File: config.mk
export PLATFORM = sky130hd
export DESIGN_NAME = eti_stream_deframer_core
export DESIGN_NICKNAME = d
export VERILOG_FILES = /design/src/sv/eti_dfr_pkg.sv /design/src/sv/eti_dfr_datapath.sv /design/src/sv/eti_dfr_ctrl.sv /design/src/sv/eti_stream_deframer_core.sv
export SDC_FILE = /design/constraint.sdc
export NUM_CORES = 1
export LEC_CHECK = 0
export ABC_CLOCK_PERIOD_IN_PS = 8200
export BUFFER_PORTS_ARGS = -buffer_cell sky130_fd_sc_hd__buf_4
export CAP_MARGIN = 20
export CORE_MARGIN = 3
export CORE_UTILIZATION = 25
export CTS_BUF_LIST = sky130_fd_sc_hd__clkbuf_2 sky130_fd_sc_hd__clkbuf_4 sky130_fd_sc_hd__clkbuf_8
export DETAILED_ROUTE_END_ITERATION = 8
export GPL_ROUTABILITY_DRIVEN = 0
export PLACE_DENSITY_LB_ADDON = 0.3
export SKIP_LAST_GASP = 1
export SLEW_MARGIN = 15
export SYNTH_ARGS = -nofsm -noshare
export SYNTH_HDL_FRONTEND = slang
export SYNTH_SLANG_ARGS = --single-unit
File: constraint.sdc
create_clock -name clk -period 8.2 [get_ports clk]
set_input_delay 1.23 -clock clk [delete_from_list [all_inputs] [get_ports clk]]
set_output_delay 1.23 -clock clk [all_outputs]
set_load 0.005 [all_outputs]
File: src/sv/eti_dfr_pkg.sv
`timescale 1ns / 1ps
// shared types and constants for the eti stream deframer
// no dependencies
package eti_dfr_pkg;

  localparam int unsigned HIST_W = 48;
  localparam int unsigned PAD_W  = 13;

  localparam logic [31:0] SYNC_A = 32'h49c5f8ff;
  localparam logic [31:0] SYNC_B = 32'hb63a07ff;

  typedef enum logic [2:0] {
    ST_IDENTIFIED  = 3'd0,
    ST_FRAME_BYTE  = 3'd1,
    ST_EMPTY_FRAME = 3'd2,
    ST_NO_SYNC     = 3'd3,
    ST_HDR_TRUNC   = 3'd4,
    ST_SIZE_LARGE  = 3'd5,
    ST_INCOMPLETE  = 3'd6,
    ST_CLEAN_END   = 3'd7
  } status_t;

  typedef enum logic [1:0] {
    KIND_NONE     = 2'd0,
    KIND_RAW      = 2'd1,
    KIND_STREAMED = 2'd2,
    KIND_FRAMED   = 2'd3
  } kind_t;

  typedef enum logic [2:0] {
    S_IDENTIFY,
    S_LEN_LO,
    S_LEN_HI,
    S_DATA,
    S_HALT
  } phase_t;

  typedef struct packed {
    logic       mode;
    logic [7:0] data_byte;
  } in_item_t;

  typedef struct packed {
    status_t          status;
    logic [7:0]       out_byte;
    logic             frame_last;
    logic [PAD_W-1:0] pad_count;
    kind_t            stream_kind;
  } out_item_t;

  // byte source select: input byte or a retained history byte
  typedef struct packed {
    logic       use_hist;
    logic [2:0] idx;
  } src_sel_t;

  typedef struct packed {
    logic    emit;
    status_t emit_status;
    logic    shift_hist;
    logic    set_kind;
    logic    load_lo;
    logic    load_len;
    logic    load_raw;
    logic    step_cnt;
  } ctrl_cmd_t;

  typedef struct packed {
    logic  out_free;
    kind_t id_kind;
    logic  exhausted;
    logic  hdr_lt10;
    logic  len_too_big;
    logic  len_zero;
    logic  data_last;
    logic  cnt_zero;
    logic  fmt_raw;
  } dp_status_t;

endpackage

File: src/sv/eti_dfr_datapath.sv
`timescale 1ns / 1ps
// datapath: history window, sync match, length and byte counters, output register
// depends on eti_dfr_pkg
module eti_dfr_datapath #(
  parameter int unsigned MAX_FRAME_BYTES = 6144
) (
  input  logic                   clk,
  input  logic                   rst,
  input  logic [7:0]             data_byte,
  input  eti_dfr_pkg::src_sel_t  src,
  input  eti_dfr_pkg::ctrl_cmd_t cmd,
  output eti_dfr_pkg::dp_status_t st,
  input  logic                   out_ready,
  output logic                   out_valid,
  output eti_dfr_pkg::out_item_t out_data
);

  localparam int unsigned LW = $clog2(MAX_FRAME_BYTES + 1);
  localparam int unsigned HW = $clog2(MAX_FRAME_BYTES + 11);

  logic [eti_dfr_pkg::HIST_W-1:0] history;
  logic [HW-1:0]                  hdr_count;
  eti_dfr_pkg::kind_t             fmt;
  logic [7:0]                     len_lo;
  logic [LW-1:0]                  frame_length;
  logic [LW-1:0]                  frame_cnt;

  logic [7:0]                     byte_src;
  logic [eti_dfr_pkg::HIST_W-1:0] history_next;
  logic [31:0]                    sync_word;
  logic                           sync_hit;
  eti_dfr_pkg::kind_t             id_kind;
  logic [15:0]                    len16;
  logic [LW:0]                    cnt_plus;
  logic [eti_dfr_pkg::PAD_W-1:0]  pad_frame;
  logic [eti_dfr_pkg::PAD_W-1:0]  pad_full;
  eti_dfr_pkg::out_item_t         item_next;

  always_comb begin
    case (src.idx)
      3'd0:    byte_src = history[7:0];
      3'd1:    byte_src = history[15:8];
      3'd2:    byte_src = history[23:16];
      3'd3:    byte_src = history[31:24];
      3'd4:    byte_src = history[39:32];
      3'd5:    byte_src = history[47:40];
      default: byte_src = 8'h00;
    endcase
    if (!src.use_hist) begin
      byte_src = data_byte;
    end
  end

  assign history_next = {history[eti_dfr_pkg::HIST_W-9:0], byte_src};
  // newest byte is the top of the little-endian word
  assign sync_word = {history_next[7:0], history_next[15:8],
                      history_next[23:16], history_next[31:24]};
  assign sync_hit  = (sync_word == eti_dfr_pkg::SYNC_A) ||
                     (sync_word == eti_dfr_pkg::SYNC_B);

  always_comb begin
    id_kind = eti_dfr_pkg::KIND_NONE;
    if (sync_hit) begin
      if (hdr_count == HW'(3) ||
          (hdr_count >= HW'(10) && hdr_count < HW'(MAX_FRAME_BYTES + 10))) begin
        id_kind = eti_dfr_pkg::KIND_RAW;
      end else if (hdr_count == HW'(5)) begin
        id_kind = eti_dfr_pkg::KIND_STREAMED;
      end else if (hdr_count == HW'(9)) begin
        id_kind = eti_dfr_pkg::KIND_FRAMED;
      end
    end
  end

  assign len16    = {byte_src, len_lo};
  assign cnt_plus = {1'b0, frame_cnt} + (LW+1)'(1);

  assign st.id_kind     = id_kind;
  assign st.out_free    = !out_valid || out_ready;
  assign st.exhausted   = hdr_count >= HW'(MAX_FRAME_BYTES + 9);
  assign st.hdr_lt10    = hdr_count < HW'(10);
  assign st.len_too_big = len16 > 16'(MAX_FRAME_BYTES);
  assign st.len_zero    = len16 == 16'd0;
  assign st.data_last   = cnt_plus >= {1'b0, frame_length};
  assign st.cnt_zero    = frame_cnt == '0;
  assign st.fmt_raw     = fmt == eti_dfr_pkg::KIND_RAW;

  assign pad_frame = eti_dfr_pkg::PAD_W'(LW'(MAX_FRAME_BYTES) - frame_length);
  assign pad_full  = eti_dfr_pkg::PAD_W'(MAX_FRAME_BYTES);

  always_comb begin
    item_next.status      = cmd.emit_status;
    item_next.out_byte    = 8'h00;
    item_next.frame_last  = 1'b0;
    item_next.pad_count   = '0;
    item_next.stream_kind = cmd.set_kind ? id_kind : fmt;
    case (cmd.emit_status)
      eti_dfr_pkg::ST_FRAME_BYTE: begin
        item_next.out_byte   = byte_src;
        item_next.frame_last = st.data_last;
        item_next.pad_count  = st.data_last ? pad_frame : '0;
      end
      eti_dfr_pkg::ST_EMPTY_FRAME: begin
        item_next.frame_last = 1'b1;
        item_next.pad_count  = pad_full;
      end
      default: begin
      end
    endcase
  end

  always_ff @(posedge clk) begin
    if (rst) begin
      history      <= '0;
      hdr_count    <= '0;
      fmt          <= eti_dfr_pkg::KIND_NONE;
      len_lo       <= '0;
      frame_length <= '0;
      frame_cnt    <= '0;
    end else begin
      if (cmd.shift_hist) begin
        history   <= history_next;
        hdr_count <= hdr_count + HW'(1);
      end
      if (cmd.set_kind) begin
        fmt <= id_kind;
      end
      if (cmd.load_lo) begin
        len_lo <= byte_src;
      end
      if (cmd.load_len) begin
        frame_length <= len16[LW-1:0];
        frame_cnt    <= '0;
      end else if (cmd.load_raw) begin
        frame_length <= LW'(MAX_FRAME_BYTES);
        frame_cnt    <= '0;
      end else if (cmd.step_cnt) begin
        frame_cnt <= st.data_last ? '0 : cnt_plus[LW-1:0];
      end
    end
  end

  always_ff @(posedge clk) begin
    if (rst) begin
      out_valid <= 1'b0;
    end else if (cmd.emit) begin
      out_valid <= 1'b1;
    end else if (out_ready) begin
      out_valid <= 1'b0;
    end
  end

  always_ff @(posedge clk) begin
    if (cmd.emit) begin
      out_data <= item_next;
    end
  end

endmodule

File: src/sv/eti_dfr_ctrl.sv
`timescale 1ns / 1ps
// controller: format/frame phase machine and identification replay sequencing
// depends on eti_dfr_pkg
module eti_dfr_ctrl (
  input  logic                    clk,
  input  logic                    rst,
  input  logic                    in_valid,
  output logic                    in_ready,
  input  logic                    mode,
  input  eti_dfr_pkg::dp_status_t st,
  output eti_dfr_pkg::src_sel_t   src,
  output eti_dfr_pkg::ctrl_cmd_t  cmd
);

  eti_dfr_pkg::phase_t state;
  eti_dfr_pkg::phase_t state_next;
  logic                replay;
  logic [2:0]          rep_idx;

  logic       acc;
  logic       rep_go;
  logic       ev;
  logic       fin;
  logic       rep_start;
  logic [2:0] rep_start_idx;

  assign in_ready     = !replay && st.out_free;
  assign acc          = in_valid && in_ready;
  assign rep_go       = replay && st.out_free;
  // a byte for the frame rule, from the input or from history
  assign ev           = (acc && !mode) || rep_go;
  assign fin          = acc && mode;
  assign src.use_hist = replay;
  assign src.idx      = rep_idx;

  always_comb begin
    state_next = state;
    case (state)
      eti_dfr_pkg::S_IDENTIFY: begin
        if (fin) begin
          state_next = eti_dfr_pkg::S_HALT;
        end else if (acc) begin
          if (st.id_kind == eti_dfr_pkg::KIND_RAW) begin
            state_next = eti_dfr_pkg::S_DATA;
          end else if (st.id_kind != eti_dfr_pkg::KIND_NONE) begin
            state_next = eti_dfr_pkg::S_LEN_LO;
          end else if (st.exhausted) begin
            state_next = eti_dfr_pkg::S_HALT;
          end
        end
      end
      eti_dfr_pkg::S_LEN_LO: begin
        if (fin) begin
          state_next = eti_dfr_pkg::S_HALT;
        end else if (ev) begin
          state_next = eti_dfr_pkg::S_LEN_HI;
        end
      end
      eti_dfr_pkg::S_LEN_HI: begin
        if (fin) begin
          state_next = eti_dfr_pkg::S_HALT;
        end else if (ev) begin
          if (st.len_too_big) begin
            state_next = eti_dfr_pkg::S_HALT;
          end else if (st.len_zero) begin
            state_next = eti_dfr_pkg::S_LEN_LO;
          end else begin
            state_next = eti_dfr_pkg::S_DATA;
          end
        end
      end
      eti_dfr_pkg::S_DATA: begin
        if (fin) begin
          state_next = eti_dfr_pkg::S_HALT;
        end else if (ev && st.data_last && !st.fmt_raw) begin
          state_next = eti_dfr_pkg::S_LEN_LO;
        end
      end
      eti_dfr_pkg::S_HALT: begin
        state_next = eti_dfr_pkg::S_HALT;
      end
      default: begin
        state_next = eti_dfr_pkg::S_HALT;
      end
    endcase
  end

  always_comb begin
    cmd           = '0;
    cmd.emit_status = eti_dfr_pkg::ST_IDENTIFIED;
    rep_start     = 1'b0;
    rep_start_idx = 3'd0;
    case (state)
      eti_dfr_pkg::S_IDENTIFY: begin
        if (fin) begin
          cmd.emit        = 1'b1;
          cmd.emit_status = st.hdr_lt10 ? eti_dfr_pkg::ST_HDR_TRUNC
                                        : eti_dfr_pkg::ST_NO_SYNC;
        end else if (acc) begin
          cmd.shift_hist = 1'b1;
          if (st.id_kind != eti_dfr_pkg::KIND_NONE) begin
            cmd.emit        = 1'b1;
            cmd.emit_status = eti_dfr_pkg::ST_IDENTIFIED;
            cmd.set_kind    = 1'b1;
            rep_start       = 1'b1;
            if (st.id_kind == eti_dfr_pkg::KIND_RAW) begin
              cmd.load_raw  = 1'b1;
              rep_start_idx = 3'd3;
            end else begin
              rep_start_idx = 3'd5;
            end
          end else if (st.exhausted) begin
            cmd.emit        = 1'b1;
            cmd.emit_status = eti_dfr_pkg::ST_NO_SYNC;
          end
        end
      end
      eti_dfr_pkg::S_LEN_LO: begin
        if (fin) begin
          cmd.emit        = 1'b1;
          cmd.emit_status = eti_dfr_pkg::ST_CLEAN_END;
        end else if (ev) begin
          cmd.load_lo = 1'b1;
        end
      end
      eti_dfr_pkg::S_LEN_HI: begin
        if (fin) begin
          cmd.emit        = 1'b1;
          cmd.emit_status = eti_dfr_pkg::ST_CLEAN_END;
        end else if (ev) begin
          if (st.len_too_big) begin
            cmd.emit        = 1'b1;
            cmd.emit_status = eti_dfr_pkg::ST_SIZE_LARGE;
          end else if (st.len_zero) begin
            cmd.emit        = 1'b1;
            cmd.emit_status = eti_dfr_pkg::ST_EMPTY_FRAME;
          end else begin
            cmd.load_len = 1'b1;
          end
        end
      end
      eti_dfr_pkg::S_DATA: begin
        if (fin) begin
          cmd.emit        = 1'b1;
          cmd.emit_status = (st.fmt_raw && st.cnt_zero) ? eti_dfr_pkg::ST_CLEAN_END
                                                        : eti_dfr_pkg::ST_INCOMPLETE;
        end else if (ev) begin
          cmd.emit        = 1'b1;
          cmd.emit_status = eti_dfr_pkg::ST_FRAME_BYTE;
          cmd.step_cnt    = 1'b1;
        end
      end
      default: begin
      end
    endcase
  end

  always_ff @(posedge clk) begin
    if (rst) begin
      state   <= eti_dfr_pkg::S_IDENTIFY;
      replay  <= 1'b0;
      rep_idx <= 3'd0;
    end else begin
      state <= state_next;
      if (rep_start) begin
        replay  <= 1'b1;
        rep_idx <= rep_start_idx;
      end else if (rep_go) begin
        // an oversize length during replay drops the rest
        if (rep_idx == 3'd0 || state_next == eti_dfr_pkg::S_HALT) begin
          replay <= 1'b0;
        end else begin
          rep_idx <= rep_idx - 3'd1;
        end
      end
    end
  end

`ifndef SYNTHESIS
  a_halt_sticky: assert property (@(posedge clk) disable iff (rst)
    state == eti_dfr_pkg::S_HALT |=> state == eti_dfr_pkg::S_HALT)
    else $error("halted controller left halt");

  a_replay_from_identify: assert property (@(posedge clk) disable iff (rst)
    $rose(replay) |-> $past(state) == eti_dfr_pkg::S_IDENTIFY)
    else $error("replay started outside identification");

  a_raw_no_length: assert property (@(posedge clk) disable iff (rst)
    (state == eti_dfr_pkg::S_LEN_LO || state == eti_dfr_pkg::S_LEN_HI) |-> !st.fmt_raw)
    else $error("raw stream entered length prefix phase");

  a_emit_has_room: assert property (@(posedge clk) disable iff (rst)
    cmd.emit |-> st.out_free)
    else $error("result written into a full output register");
`endif

endmodule

File: src/sv/eti_stream_deframer_core.sv
`timescale 1ns / 1ps
// top level of the eti stream deframer: controller plus datapath
// depends on eti_dfr_pkg, eti_dfr_ctrl, eti_dfr_datapath
//
// Byte-in, result-out deframer. One input request is taken per cycle
// while the one-entry output register is free or being drained, so a
// steady stream runs at one byte per cycle and each byte gives at most
// one result. When the format is identified the block emits the
// identified result on that byte and then replays the retained history
// through the same frame path, one byte per cycle while the output
// register is free, input stalled: 4 bytes for raw, 6 for streamed
// or framed, fewer if an oversize length halts the replay. Throughput
// is set by the single shared frame-rule path and the one-deep output
// register. After any error or end-of-stream result the block halts
// and accepts and drops every later request until reset.
module eti_stream_deframer_core #(
  parameter int unsigned MAX_FRAME_BYTES = 6144
) (
  input  logic                   clk,
  input  logic                   rst,
  input  logic                   in_valid,
  output logic                   in_ready,
  input  eti_dfr_pkg::in_item_t  in_data,
  output logic                   out_valid,
  input  logic                   out_ready,
  output eti_dfr_pkg::out_item_t out_data
);

  eti_dfr_pkg::ctrl_cmd_t  cmd;
  eti_dfr_pkg::dp_status_t st;
  eti_dfr_pkg::src_sel_t   src;

  eti_dfr_ctrl u_ctrl (
    .clk      (clk),
    .rst      (rst),
    .in_valid (in_valid),
    .in_ready (in_ready),
    .mode     (in_data.mode),
    .st       (st),
    .src      (src),
    .cmd      (cmd)
  );

  eti_dfr_datapath #(
    .MAX_FRAME_BYTES (MAX_FRAME_BYTES)
  ) u_datapath (
    .clk       (clk),
    .rst       (rst),
    .data_byte (in_data.data_byte),
    .src       (src),
    .cmd       (cmd),
    .st        (st),
    .out_ready (out_ready),
    .out_valid (out_valid),
    .out_data  (out_data)
  );

endmodule
# Word level (Yosys, flattened, before mapping)
# Cells that the tools add are included.
dict set report classes {
  bitwise_logic 0
  eq_ne 19
  mux 73
  add_sub_neg 4
  reduce_logical 30
  div 0
  shifts 0
  n_mul 0
  n_lt_le_gt_ge 6
}
# op count
set op_table {}
lappend op_table {{3-bit two-way mux} 21}
lappend op_table {{13-bit two-way mux} 4}
lappend op_table {{8-bit one-hot mux with 6 select lines} 1}
lappend op_table {{4-bit two-way mux} 10}
lappend op_table {{32-bit by 31-bit == test with 1-bit output (second input constant)} 1}
lappend op_table {{32-bit == test (second input constant)} 1}
lappend op_table {{14-bit one-hot mux with 2 select lines} 1}
lappend op_table {{1-bit two-way mux} 24}
lappend op_table {{16-bit by 13-bit greater-than comparator with 1-bit output (second input constant)} 1}
lappend op_table {{16-bit logical NOT} 1}
lappend op_table {{2-bit two-way mux} 8}
lappend op_table {{4-bit one-hot mux with 4 select lines} 1}
lappend op_table {{3-bit by 2-bit == test with 1-bit output (second input constant)} 5}
lappend op_table {{13-bit by 1-bit adder with 14-bit output (second input constant)} 1}
lappend op_table {{14-bit by 13-bit greater-or-equal comparator with 1-bit output} 1}
lappend op_table {{13-bit by 1-bit adder with 13-bit output (second input constant)} 1}
lappend op_table {{13-bit by 2-bit == test with 1-bit output (second input constant)} 1}
lappend op_table {{13-bit by 3-bit == test with 1-bit output (second input constant)} 1}
lappend op_table {{13-bit by 4-bit == test with 1-bit output (second input constant)} 1}
lappend op_table {{13-bit greater-or-equal comparator (second input constant)} 1}
lappend op_table {{13-bit by 4-bit greater-or-equal comparator with 1-bit output (second input constant)} 1}
lappend op_table {{13-bit logical NOT} 1}
lappend op_table {{13-bit < comparator (second input constant)} 1}
lappend op_table {{13-bit by 4-bit < comparator with 1-bit output (second input constant)} 1}
lappend op_table {{other kinds (16)} 42}
dict set report word_totals {
  regBits 132
  n_memories 0
  inputBits 13
  romBits 0
  latch_bits 0
  ram_bits 0
}

# Longest topological paths before layout
dict set report logic_depth {
  word_depth 17
  ltp_mapped 15
  ltp_nobuf 14
}

# Cells and area by module
# From an unflattened synthesis, not the netlist that was laid out.
dict set report hier_totals {
  hier_cells 778
  hier_area_um2 7006.7
}
# module area_each_um2 cells_each instances
set by_module_without_submodules {}
lappend by_module_without_submodules {eti_dfr_datapath 6297.3 678 1}
lappend by_module_without_submodules {eti_dfr_ctrl 709.4 100 1}

# Worst setup path before layout
# OpenSTA, ideal clock, no wires.
dict set report synth_path {
  path_kind {input port to flip-flop}
  start {in in_data[8] (netlist name)}
  end {reg u_datapath.out_data[0] (netlist name)}
  path_slack_ns 4.334
  setup_time_ns 0.384
  required_ns 7.816
  t_arrival_ns 3.481
  stages 7
  path_cell_list {clkbuf_1 -> nor2b_1 -> o21ai_0 -> or4_1 -> or4_1 -> and3_1 -> nand2_1}
}
# item line_no
set synth_lines {}
lappend synth_lines {{from (decl)} eti_stream_deframer_core.sv:23} ;# input eti_dfr_pkg::in_item_t in_data,

# Worst setup path after layout
dict set report layout_path {
  start {reg u_ctrl.rep_idx[1]}
  end {reg u_datapath.frame_length[9]}
}
dict set report layout_between {
  elab_chain_len 13
  word_cells_on_any_way 28
  cone_classes {order compare (1); eq/ne (8); mux (14); reduce/logical (5)}
}
# item line_no
set layout_lines {}
lappend layout_lines {{from (decl)} eti_dfr_ctrl.sv:18} ;# logic [2:0] rep_idx;
lappend layout_lines {{from (signal assigned)} eti_dfr_ctrl.sv:167} ;# rep_idx <= rep_start_idx;
lappend layout_lines {{from (signal assigned)} eti_dfr_ctrl.sv:173} ;# rep_idx <= rep_idx - 3'd1;
lappend layout_lines {{3-bit == test, or another cell as far along} eti_dfr_datapath.sv:40} ;# case (src.idx)
lappend layout_lines {{8-bit one-hot mux with 6 select lines *} eti_dfr_datapath.sv:40}
lappend layout_lines {{8-bit two-way mux *} eti_dfr_datapath.sv:49} ;# if (!src.use_hist) begin
lappend layout_lines {{32-bit by 31-bit == test with 1-bit output or 32-bit == test (tied branches)} {eti_dfr_datapath.sv:58, eti_dfr_datapath.sv:59}}
lappend layout_lines {{1-bit logical OR} eti_dfr_datapath.sv:58} ;# assign sync_hit = (sync_word == eti_dfr_pkg::SYNC_A) ||
lappend layout_lines {{2-bit two-way mux} eti_dfr_datapath.sv:63} ;# if (sync_hit) begin
lappend layout_lines {{2-bit by 1-bit == test with 1-bit output} eti_dfr_ctrl.sv:106} ;# if (st.id_kind == eti_dfr_pkg::KIND_RAW) begin
lappend layout_lines {{1-bit two-way mux} eti_dfr_ctrl.sv:106}
lappend layout_lines {{1-bit two-way mux} eti_dfr_ctrl.sv:101} ;# if (st.id_kind != eti_dfr_pkg::KIND_NONE) begin
lappend layout_lines {{1-bit two-way mux} eti_dfr_ctrl.sv:99} ;# end else if (acc) begin
lappend layout_lines {{1-bit two-way mux} eti_dfr_ctrl.sv:95} ;# if (fin) begin
lappend layout_lines {{1-bit two-way mux} eti_dfr_ctrl.sv:93} ;# case (state)
lappend layout_lines {{2-bit nonzero test (no source line)} -}
lappend layout_lines {{to (signal assigned)} eti_dfr_datapath.sv:132} ;# frame_length <= len16[LW-1:0];
lappend layout_lines {{to (signal assigned)} eti_dfr_datapath.sv:135} ;# frame_length <= LW'(MAX_FRAME_BYTES);
lappend layout_lines {{to (decl)} eti_dfr_datapath.sv:25} ;# logic [LW-1:0] frame_length;
# Every way passes the cells marked *; elsewhere a longest branch is shown, timed or not.
# A chain may end at the register's enable or synchronous reset.

==> run metrics <==
GRT Total Usage=0.123; Die W=173 µm; startpoint types=flip-flop; Most used DFF post-synth=dfxtp_1; Seq/Total Area, Yosys=0.417; Tightest Pin Transition=0.991 ns; minimum clock period=4.03 ns; first-pass GRT wire length=29900 µm; synthesized area=6980 µm²; clk_lat worst skew=0.44 ns; clk sink count=132; die area=30000 µm²; # DRC=0; Top Ports=42; Max Cap Viol=0; DR WL/cell=15.3 µm; # Post-CTS Setup Buffers=0; 1st-iter DRT viols=473; total clock buffers created by CTS=17; Via Count=5775; Total Wirelength=18400 µm; asr flop ratio synth=0; vias per inst=4.78; endpoints failing hold=0; Layout Skew=0.0170 ns; post-placement cell count=1176; vias in the first global route=5362; worst-case clock buffer depth=2; CTS tree=done; hold_buf cts=0; Pwr Density=162 nW/µm²; endpoint class of the critical path=flip-flop; antenna cells=0; H-tree depth=4; FP Rows=60; PnR Total Power=1.28 mW; Synth Instances=807; Req. time, crit path=8.49 ns; FF+latch count, synth=132; Nets=859; CTS root buf=clkbuf_8; Pins Over Slew Limit=0; VDD IR max=0.0763 mV; Core Box Area=27200 µm²; Avg Cell Area, Syn=8.65 µm²; RSZ-0062 raised after global routing=no; cts repair resizes=0; Initial Util=0.257; synth-to-layout area growth=13.3%; worst-path maximum fanout=16; initial antenna violation count=0; layout cells sized above 1=0.134; largest net degree at the start of global routing=88; clock slew at reported path FFs=0.08 ns; period utilisation layout=0.491; GR Overflow Total=0; Die Ht=173 µm; Netlist cell types=81; crit path DAT=4.32 ns; Finish-stage setup viols=0; static leakage=2.76 nW; drt first pass iters=5; dpl hpwl=13000 µm; Final Non-Filler Cells=1208; Post-Syn Nets=843; final setup TNS=0 ns; worst rel slew slack=0.340; CP Class=reg -> reg; number of synthesized flops with an enable pin=27; Fmax=0.248 GHz; Synth warnings=0; status=finished, final reports clean; Buffers on Ports=41; worst hold path class=reg -> reg; Final ANT Viol Nets=0
==> cell usage after synthesis, drive strengths merged (9+ instances only) <==
| cell | instances | area share |
|---|---|---|
| nand3 | 28 | 0.020 |
| a21oi | 77 | 0.059 |
| nor2 | 90 | 0.053 |
| ha | 23 | 0.041 |
| buf | 14 | 0.019 |
| nor4 | 13 | 0.012 |
| and3 | 12 | 0.011 |
| a22o | 9 | 0.011 |
| nor3 | 19 | 0.014 |
| clkbuf | 35 | 0.019 |
| nand2 | 127 | 0.069 |
| a21o | 9 | 0.0097 |
| o21ai | 14 | 0.010 |
| xnor2 | 17 | 0.021 |
| dfxtp | 105 | 0.30 |
| nand4 | 9 | 0.0081 |
| inv | 28 | 0.015 |
| nand3b | 10 | 0.011 |
| edfxtp | 27 | 0.12 |
| xor2 | 18 | 0.023 |
==> final timing paths <==
| path | start | end | slack, ns | cells after the start |
|---|---|---|---|---|
| setup / recovery | u_ctrl.rep_idx[1] | u_datapath.frame_length[9] | 4.17 | 10 |
| hold / removal | u_datapath.history[46] | u_datapath.history[46] | 0.46 | 2 |
| setup reg to reg | u_ctrl.rep_idx[1] | u_datapath.frame_length[9] | 4.17 | 10 |
| hold reg to reg | u_datapath.history[46] | u_datapath.history[46] | 0.46 | 2 |
==> registers in the layout, indices dropped and copies added, names as in the netlist <==
register                 cells
u_datapath.frame_cnt        13
u_datapath.hdr_count        13
u_datapath.out_data         27
u_ctrl.replay                1
u_datapath.frame_length     13
u_datapath.history          48
u_datapath.out_valid         1
u_datapath.len_lo            8
u_datapath.fmt               2
u_ctrl.rep_idx               3
u_ctrl.state                 3
==> where the power goes <==
| group | switching, mW | internal [mW] | total (mW) | leakage (nW) |
|---|---|---|---|---|
| logic | 0.0500 | 0.0257 | 0.0757 | 1.47 |
| clock network | 0.256 | 0.272 | 0.528 | 0.191 |
| registers | 0.0101 | 0.671 | 0.681 | 1.11 |
==> kinds of logic after synthesis <==
family / after synthesis / share of synthesized area
and+or+nand+nor: 352 / 0.253
AOI/OAI and AO/OA: 186 / 0.188
DFF: 132 / 0.417
buffers and inverters: 77 / 0.0533
xor gates and xnor gates: 35 / 0.0439
adders and majority gates: 23 / 0.0412
muxes: 2 / 0.00287
==> cell usage in the layout, fill, tap and decap left out, drive strengths merged, types with 8 or more instances in the layout <==
| master | Yosys | layout |
|---|---|---|
| ha | 23 | 23 |
| nand2 | 127 | 127 |
| a22o | 9 | 9 |
| nand3 | 28 | 28 |
| dfxtp | 105 | 105 |
| a21o | 9 | 9 |
| nand4 | 9 | 9 |
| xnor2 | 17 | 17 |
| nand3b | 10 | 10 |
| nor4b | 8 | 8 |
| nor2 | 90 | 90 |
| buf | 14 | 46 |
| a22oi | 8 | 8 |
| inv | 28 | 29 |
| clkbuf | 35 | 24 |
| edfxtp | 27 | 27 |
| xor2 | 18 | 18 |
| and3 | 12 | 12 |
| nor3 | 19 | 19 |
| o21ai | 14 | 14 |
| nor4 | 13 | 13 |
| a21oi | 77 | 77 |
| a31oi | 8 | 8 |
==> area by class of cell <==
| class | instances | area [µm²] |
|---|---|---|
| Tap cell | 372 | 465 |
| Multi-Input combinational cell | 598 | 3700 |
| Timing Repair Buffer | 46 | 345 |
| Sequential cell | 132 | 2910 |
| Clock buffer | 24 | 299 |
| Inverter | 28 | 105 |
| Fill cell | 2950 | 19300 |
| Clock inverter | 8 | 77.6 |
==> worst max-delay path, cell delays in order, from the launching register on <==
cell	delay [ns]
dfxtp_1	0.32
inv_1	0.12
ha_1	0.59
a222oi_1	0.21
and3_1	0.23
or3_4	0.42
nor4b_4	0.30
a32oi_2	0.23
nor4b_4	0.46
or3_1	0.82
o22ai_1	0.17
==> metal layers <==
metal / share of wire / up-vias / GRT usage
met3: 0.043 / 13 / 0.0290
met5: 0 / - / 0
met4: 0.013 / 0 / 0.0331
met1: 0.50 / 2706 / 0.172
met2: 0.44 / 111 / 0.190
li1: - / 2945 / -
==> through the flow <==
| step | setup WS, ns | utilization | cell area [µm²] | hold slack, ns |
|---|---|---|---|---|
| detailed placement | 4.03 | 0.277 | 7530 | 0.457 |
| global route | 3.83 | 0.291 | 7910 | 0.484 |
| finish | 4.17 | 0.291 | 7910 | 0.460 |
| floorplan | 4.33 | - | 6980 | 0.436 |
| global placement | 4.13 | 0.277 | 7530 | 0.451 |
| CTS | 4.19 | 0.291 | 7910 | 0.468 |
(Power assumes the default switching activity.)
